[src/hdl/ste_pkg.sv]
// ----------------------------------------------------------------------------
// ste_pkg
// Shared types and constants of the sorted table engine: operation codes,
// field widths and the command bundle sent to every cell.
// ----------------------------------------------------------------------------
package ste_pkg;

    localparam int OP_W   = 3;
    localparam int VAL_W  = 32;
    localparam int POS_W  = 5;
    localparam int RANK_W = 5;
    localparam int CNT_W  = 5;

    localparam logic [OP_W-1:0] OP_INSERT       = 3'd0;
    localparam logic [OP_W-1:0] OP_REMOVE_VALUE = 3'd1;
    localparam logic [OP_W-1:0] OP_REMOVE_AT    = 3'd2;
    localparam logic [OP_W-1:0] OP_FIND_RANK    = 3'd3;
    localparam logic [OP_W-1:0] OP_READ_AT      = 3'd4;
    localparam logic [OP_W-1:0] OP_CLEAR        = 3'd5;

    // Broadcast to all cells in the cycle a transfer is taken
    typedef struct packed {
        logic                    ins_en;   // insert, shift toward the tail
        logic                    rmv_en;   // remove first equal entry
        logic                    rma_en;   // remove at position
        logic signed [VAL_W-1:0] value;
    } t_cell_cmd;

endpackage

[src/hdl/sorted_table_engine_unit.sv]
// ----------------------------------------------------------------------------
// sorted_table_engine_unit
// Ordered table of signed words kept in a chain of compare-and-shift cells.
// The result is registered on the input transfer and is presented in the cycle after it.
// Throughput: one operation per cycle; all cells compare in parallel and
// shift in the same cycle, so the next input is taken while m_tready holds.
// Reset clears the fill count and the output valid; entry storage is not
// cleared, slots past the count are never read.
// ----------------------------------------------------------------------------
module sorted_table_engine_unit #(
    parameter int DEPTH = 16
) (
    input  logic        i_clk,
    input  logic        i_rst_n,
    input  logic        s_tvalid,
    output logic        s_tready,
    input  logic [39:0] s_tdata,   // [31:0] value, [36:32] position, zero pad
    input  logic [2:0]  s_tuser,   // [2:0] operation
    output logic        m_tvalid,
    input  logic        m_tready,
    output logic [47:0] m_tdata    // [0] ok, [32:1] read_value, [37:33] rank,
                                   // [42:38] count, zero pad
);
    import ste_pkg::*;

    localparam int CW = $clog2(DEPTH + 1);
    localparam int PW = (CW > POS_W) ? CW : POS_W;

    // input fields
    logic [OP_W-1:0]         in_op;
    logic signed [VAL_W-1:0] in_value;
    logic [POS_W-1:0]        in_pos;
    logic                    accept;

    logic [CW-1:0] r_count;
    logic [CW-1:0] n_count;

    logic                    r_m_valid;
    logic                    r_ok;
    logic signed [VAL_W-1:0] r_rd;
    logic [RANK_W-1:0]       r_rank;
    logic [CNT_W-1:0]        r_cnt_out;

    t_cell_cmd               cmd;
    logic [DEPTH-1:0]        lt_vec;
    logic [DEPTH:0]          lt_ext;
    logic [DEPTH-1:0]        eq_vec;
    logic [DEPTH-1:0]        valid_vec;
    logic [DEPTH-1:0]        rm_sel;
    logic [DEPTH-1:0]        rd_sel;
    logic signed [VAL_W-1:0] cell_entry [DEPTH];
    logic signed [VAL_W-1:0] cell_rd    [DEPTH];

    logic [PW-1:0]           pos_ext;
    logic [PW-1:0]           cnt_ext;
    logic [PW-1:0]           rd_slot;
    logic [CW-1:0]           smaller;
    logic signed [VAL_W-1:0] rd_any;
    logic                    full;
    logic                    empty;
    logic                    found;
    logic                    pos_ok;

    logic                    ok_c;
    logic signed [VAL_W-1:0] rd_c;
    logic [PW:0]             rank_c;
    logic [PW-1:0]           cnt_next_ext;

    assign in_op    = s_tuser;
    assign in_value = s_tdata[31:0];
    assign in_pos   = s_tdata[36:32];

    assign s_tready = !r_m_valid || m_tready;
    assign accept   = s_tvalid && s_tready;

    assign pos_ext = PW'(in_pos);
    assign cnt_ext = PW'(r_count);
    assign full    = (r_count == CW'(DEPTH));
    assign empty   = (r_count == '0);
    assign found   = |eq_vec;
    assign pos_ok  = (pos_ext != '0) && (pos_ext <= cnt_ext);
    assign rd_slot = (pos_ext < cnt_ext) ? pos_ext : (cnt_ext - PW'(1));

    always_comb begin
        cmd.ins_en = accept && (in_op == OP_INSERT) && !full;
        cmd.rmv_en = accept && (in_op == OP_REMOVE_VALUE) && found;
        cmd.rma_en = accept && (in_op == OP_REMOVE_AT) && pos_ok;
        cmd.value  = in_value;
    end

    // per-slot selects against constant indexes
    always_comb begin
        for (int i = 0; i < DEPTH; i++) begin
            valid_vec[i] = (PW'(i) < cnt_ext);
            rm_sel[i]    = (PW'(i + 1) >= pos_ext);
            rd_sel[i]    = (PW'(i) == rd_slot);
        end
    end

    genvar g;
    generate
        for (g = 0; g < DEPTH; g++) begin : g_cell
            logic                    left_lt;
            logic signed [VAL_W-1:0] left_entry;
            logic signed [VAL_W-1:0] right_entry;

            if (g == 0) begin : g_head
                assign left_lt    = 1'b1;
                assign left_entry = '0;
            end else begin : g_mid
                assign left_lt    = lt_vec[g-1];
                assign left_entry = cell_entry[g-1];
            end

            if (g == DEPTH - 1) begin : g_tail
                assign right_entry = cell_entry[g];
            end else begin : g_body
                assign right_entry = cell_entry[g+1];
            end

            ste_cell u_cell (
                .i_clk         (i_clk),
                .i_cmd         (cmd),
                .i_valid       (valid_vec[g]),
                .i_left_lt     (left_lt),
                .i_left_entry  (left_entry),
                .i_right_entry (right_entry),
                .i_rm_sel      (rm_sel[g]),
                .i_rd_sel      (rd_sel[g]),
                .o_lt          (lt_vec[g]),
                .o_eq          (eq_vec[g]),
                .o_entry       (cell_entry[g]),
                .o_rd_value    (cell_rd[g])
            );
        end
    endgenerate

    // lt_vec is a thermometer code; its edge gives the count of smaller entries
    assign lt_ext = {1'b0, lt_vec};

    always_comb begin
        smaller = '0;
        rd_any  = '0;
        for (int i = 0; i < DEPTH; i++) begin
            if (lt_ext[i] && !lt_ext[i+1]) begin
                smaller = smaller | CW'(i + 1);
            end
            rd_any = rd_any | cell_rd[i];
        end
    end

    always_comb begin
        ok_c    = 1'b0;
        rd_c    = '0;
        rank_c  = '0;
        n_count = r_count;
        unique case (in_op)
            OP_INSERT: begin
                ok_c = !full;
                if (!full) begin
                    n_count = r_count + CW'(1);
                end
            end
            OP_REMOVE_VALUE: begin
                ok_c = found;
                if (found) begin
                    n_count = r_count - CW'(1);
                end
            end
            OP_REMOVE_AT: begin
                ok_c = pos_ok;
                if (pos_ok) begin
                    n_count = r_count - CW'(1);
                end
            end
            OP_FIND_RANK: begin
                ok_c = !empty;
                if (!empty) begin
                    rank_c = (PW + 1)'(smaller) + (PW + 1)'(1);
                end
            end
            OP_READ_AT: begin
                ok_c = !empty;
                if (!empty) begin
                    rd_c = rd_any;
                end
            end
            OP_CLEAR: begin
                ok_c    = !empty;
                n_count = '0;
            end
            default: begin
            end
        endcase
    end

    assign cnt_next_ext = PW'(n_count);

    always_ff @(posedge i_clk) begin
        if (!i_rst_n) begin
            r_count   <= '0;
            r_m_valid <= 1'b0;
        end else begin
            if (accept) begin
                r_count <= n_count;
            end
            if (accept) begin
                r_m_valid <= 1'b1;
            end else if (m_tready) begin
                r_m_valid <= 1'b0;
            end
        end
    end

    always_ff @(posedge i_clk) begin
        if (accept) begin
            r_ok      <= ok_c;
            r_rd      <= rd_c;
            r_rank    <= rank_c[RANK_W-1:0];
            r_cnt_out <= cnt_next_ext[CNT_W-1:0];
        end
    end

    assign m_tvalid = r_m_valid;
    assign m_tdata  = {5'b0, r_cnt_out, r_rank, r_rd, r_ok};

endmodule

[src/hdl/ste_cell.sv]
// ----------------------------------------------------------------------------
// ste_cell
// One slot of the sorted chain: holds one entry, compares it against the
// broadcast value and takes the new value or its left or right neighbor's entry on a shift.
// ----------------------------------------------------------------------------
module ste_cell (
    input  logic                              i_clk,
    input  ste_pkg::t_cell_cmd                i_cmd,
    input  logic                              i_valid,      // slot holds an entry
    input  logic                              i_left_lt,    // left neighbor < value
    input  logic signed [ste_pkg::VAL_W-1:0]  i_left_entry,
    input  logic signed [ste_pkg::VAL_W-1:0]  i_right_entry,
    input  logic                              i_rm_sel,     // at or after remove position
    input  logic                              i_rd_sel,     // read slot
    output logic                              o_lt,
    output logic                              o_eq,
    output logic signed [ste_pkg::VAL_W-1:0]  o_entry,
    output logic signed [ste_pkg::VAL_W-1:0]  o_rd_value
);
    import ste_pkg::*;

    logic signed [VAL_W-1:0] r_entry;
    logic signed [VAL_W-1:0] n_entry;

    assign o_lt       = i_valid && (r_entry < i_cmd.value);
    assign o_eq       = i_valid && (r_entry == i_cmd.value);
    assign o_entry    = r_entry;
    assign o_rd_value = i_rd_sel ? r_entry : '0;

    always_comb begin
        n_entry = r_entry;
        if (i_cmd.ins_en && !o_lt) begin
            // first non-smaller slot takes the new value, the rest shift up
            n_entry = i_left_lt ? i_cmd.value : i_left_entry;
        end else if ((i_cmd.rmv_en && !o_lt) || (i_cmd.rma_en && i_rm_sel)) begin
            n_entry = i_right_entry;
        end
    end

    always_ff @(posedge i_clk) begin
        r_entry <= n_entry;
    end

endmodule
[config.mk]
export PLATFORM = sky130hd
export DESIGN_NAME = sorted_table_engine_unit
export DESIGN_NICKNAME = d
export VERILOG_FILES = /design/src/hdl/ste_pkg.sv /design/src/hdl/sorted_table_engine_unit.sv /design/src/hdl/ste_cell.sv
export SDC_FILE = /design/constraint.sdc
export NUM_CORES = 2
export LEC_CHECK = 0
export BUFFER_PORTS_ARGS = -buffer_cell sky130_fd_sc_hd__buf_2
export CAP_MARGIN = 20
export CORE_ASPECT_RATIO = 0.8
export CORE_MARGIN = 2
export CORE_UTILIZATION = 65
export CTS_CLUSTER_DIAMETER = 100
export DETAILED_ROUTE_END_ITERATION = 8
export GPL_TIMING_DRIVEN = 0
export HOLD_SLACK_MARGIN = 0.12
export MAX_ROUTING_LAYER = met4
export PLACE_DENSITY = 0.85
export SYNTH_ARGS = -nofsm -noshare
export SYNTH_HDL_FRONTEND = slang
export SYNTH_SLANG_ARGS = --single-unit
[constraint.sdc]
create_clock -name i_clk -period 8.8 [get_ports i_clk]
set_input_delay 0.88 -clock i_clk [delete_from_list [all_inputs] [get_ports i_clk]]
set_output_delay 0.88 -clock i_clk [all_outputs]
set_load 0.05 [all_outputs]
==> key figures <==
Logic synthesis
  – Most common cell in the netlist: edfxtp_1
  – Syn_area_per_cell: 9.53 sq um
  – FF+latch count, synth: 561
  – YS warnings: 0
  – Synth Cell Area: 0.0421 sq mm
  – Share of synthesized flip-flops with an asynchronous set or reset: 0%
  – Ranking of synthesized cells by area: edfxtp_1, ha_1, mux2i_1
  – Commonest cells post-synth: edfxtp_1, a21oi_1, ha_1
  – EDFF count, synth: 555
  – Post-synthesis sequential area ratio: 39.9%
  – Cells after Synth: 4418
  – Ys flop type: edfxtp_1
  – Cell variety after synth: 79
  – Share of Yosys cell area claimed by the top area cell type: 39.6%
  – Dominant cell type by area after synthesis: edfxtp_1

STA
  – Fin. max-slew vios: 0
  – Total negative slack: 0 ns
  – Clock skew: 0.0291 ns
  – RSZ-0062 raised after global routing: no
  – Max-Slew Margin vs Limit: 13.9%
  – Slew of the pin with the lowest slew margin: 1.28 ns
  – Final hold vios: 0
  – Fmax: 148 MHz
  – Minimum clock period: 6.74 ns
  – Endpoints failing setup: 0
  – Final worst setup slack: 2.06 ns
  – Post-route clock period utilization: 76.6%

Clocking
  – Cts repair resizes: 0
  – CTS Hold Buffers Added: 0
  – # Post-CTS Setup Buffers: 0
  – Max Root-Sink Buffers: 3
  – Skew-Pair Late Insertion Delay: 0.67 ns
  – CTS tree: yes
  – H-Tree Depth: 2
  – Inserted Clock Buffers: 60
  – CTS Root Cell: clkbuf_16
  – Worst-path clk slew: 0.06 ns
  – CTS sink count: 561

Floorplanning
  – Initial core utilization: 65.6%
  – # rows: 83
  – Die X: 289 um
  – Core area: 0.0642 sq mm
  – Die height: 232 um
  – DIE AREA: 0.0669 sq mm
  – # IOs: 97

Setup path
  – Setup slack, reg-to-reg: 2.06 ns
  – Critical Path RT: 9.20 ns
  – WS Path Type: flop to flop
  – Crit path DAT: 7.14 ns
  – Crit. End Element: flop
  – Crit path max fanout: 10
  – CP startpoint kind: flop

Finish
  – Layout cells sized above 1: 5.92%
  – Area Growth Syn to Fin: 10.0%
  – Nets@finish: 5168
  – Fin area: 0.0463 sq mm
  – Fillcell total: 4831

Pwr
  – Internal: 4.88 mW
  – Power Total: 7.22 mW
  – Clock network power share: 36.1%
  – Seq pwr share: 42.9%
  – Logic pwr share: 21.0%
  – VDD IR-drop max: 0.000170 V
  – Sw Ratio: 32.4%
  – NetSw: 2.34 mW
  – Leak: 18.4 nW
  – Pwr/cell area: 156 mW/mm^2

Outcome
  – Outcome: finished, violations left
  – Failing checks: DRC

Job
  – Max Cap Viol: 0

Global route
  – Number of global-route vias before repair: 37900
  – Total GRT Usage: 53.4%
  – Total gr overflow: 0
  – First-pass GRT wire length: 251000 um
  – Initial antenna violation count: 9
  – Largest net degree at the start of global routing: 33

Drt
  – DR DRC count: 24
  – DRT Wirelength: 177000 um
  – Drt via density: 7.52
  – DRT Pass-1 Iters: 9
  – Routed WL per cell: 32.2 um
  – First DRT Iteration DRCs: 8181
  – Vias: 41400
  – Post-DRT Antenna Nets: 0

Placed design
  – Placement Setup Slack: 2.07 ns
  – Port Buffer Count: 86
  – Hpwl dp: 141000 um
  – Global placement routability congestion: 1.10
  – Cell Area, Placed: 0.0443 sq mm

Worst hold path
  – Worst Hold Class: input pin to flop
-- cell families after synthesis --
logic type	share of synthesized area (%)
AOI/OAI and AO/OA	19.8
xor gates and xnor gates	0.166
adders and majority gates	15.5
buffers and inverters	3.23
DFF	39.9
muxes	8.00
other	0.00890
and+or+nand+nor	13.5
-- path summary, 6_finish.rpt --
check                   from        to  cells after the start
setup / recovery  cnt_ext[3]   r_rd[0]                     16
setup reg to reg  cnt_ext[3]   r_rd[0]                     16
hold reg to reg     m_tvalid  m_tvalid                      2
hold / removal      s_tvalid  m_tvalid                      3
-- worst max-delay path, cell delays in order, from the launching register on --
cell and delay (ns):
dfxtp_1 0.31, clkbuf_1 0.39, clkbuf_1 0.57, inv_1 0.33
ha_1 0.37, a21o_1 0.17, a21oi_1 0.21, nand2_1 0.20
clkbuf_1 0.26, a31oi_1 0.73, nor2_1 0.40, clkbuf_1 0.61
a22o_1 0.36, a221oi_1 0.58, nand4_1 0.49, a21oi_1 0.42
nor2_1 0.07
-- layer usage --
metal  GRT usage [%]  vias to the layer above  routed length [um]
met5               -                        -                   0
met4            24.3                        0               10300
met3            23.0                      603               35600
met2            70.7                     4054               68700
met1            70.1                    19400               62800
li1                -                    17300                   -
-- area by class of cell --
type                    instances  area [sq um]  area share (%)
clock buffers                  66          1550            3.33
diodes                         11          27.5          0.0594
repair buffers                115          1020            2.21
multi-input cells            3512         24200            52.2
well taps                     850          1060            2.29
plain buffers                 276          1090            2.34
inverters                      73           274           0.591
clock inverters                46           362           0.780
flip-flops and latches        561         16800            36.2
-- stage by stage --
stage	hold slack [ns]	utilization, %	cells
global route	0.512	72.2	5509
CTS	0.455	72.0	5493
global placement	0.504	68.0	5358
detailed placement	0.518	69.0	5381
finish	0.465	72.2	5510
floorplan	0.546	-	4422
-- power groups by stage --
stage	clock network (mW)	registers (mW)	logic, mW
2_1_floorplan	0	3.15	0.860
4_1_cts	2.56	3.08	1.42
5_1_grt	2.65	3.09	1.58
3_3_place_gp	0	3.15	1.34
6_report	2.61	3.10	1.52
3_5_place_dp	0	3.14	1.41
-- registers in the layout (all words and copies together), names as in the netlist --
name and flops:
cnt_ext 5, g_cell.u_cell.o_entry 512, m_tvalid 1, r_cnt_out 5, r_ok 1, r_rank 5
r_rd 32
-- cells in the final DEF, fill, tap and decap left out, types with 28 or more instances in the layout --
cell | netlist | layout
mux2i_1 | 330 | 329
a31oi_1 | 48 | 48
a21oi_1 | 546 | 546
nand3_1 | 56 | 56
nor2_1 | 439 | 438
a222oi_1 | 32 | 32
a21o_1 | 49 | 49
inv_1 | 72 | 72
edfxtp_1 | 555 | 555
nand2_1 | 478 | 478
a22o_1 | 96 | 96
nand4_1 | 140 | 140
a221oi_1 | 103 | 103
o21ai_0 | 374 | 366
clkbuf_16 | 0 | 61
clkbuf_1 | 232 | 237
ha_1 | 522 | 522
buf_2 | 22 | 109
nor3_1 | 28 | 28
nor2b_1 | 28 | 28
Power figures use the tool's default switching activity.
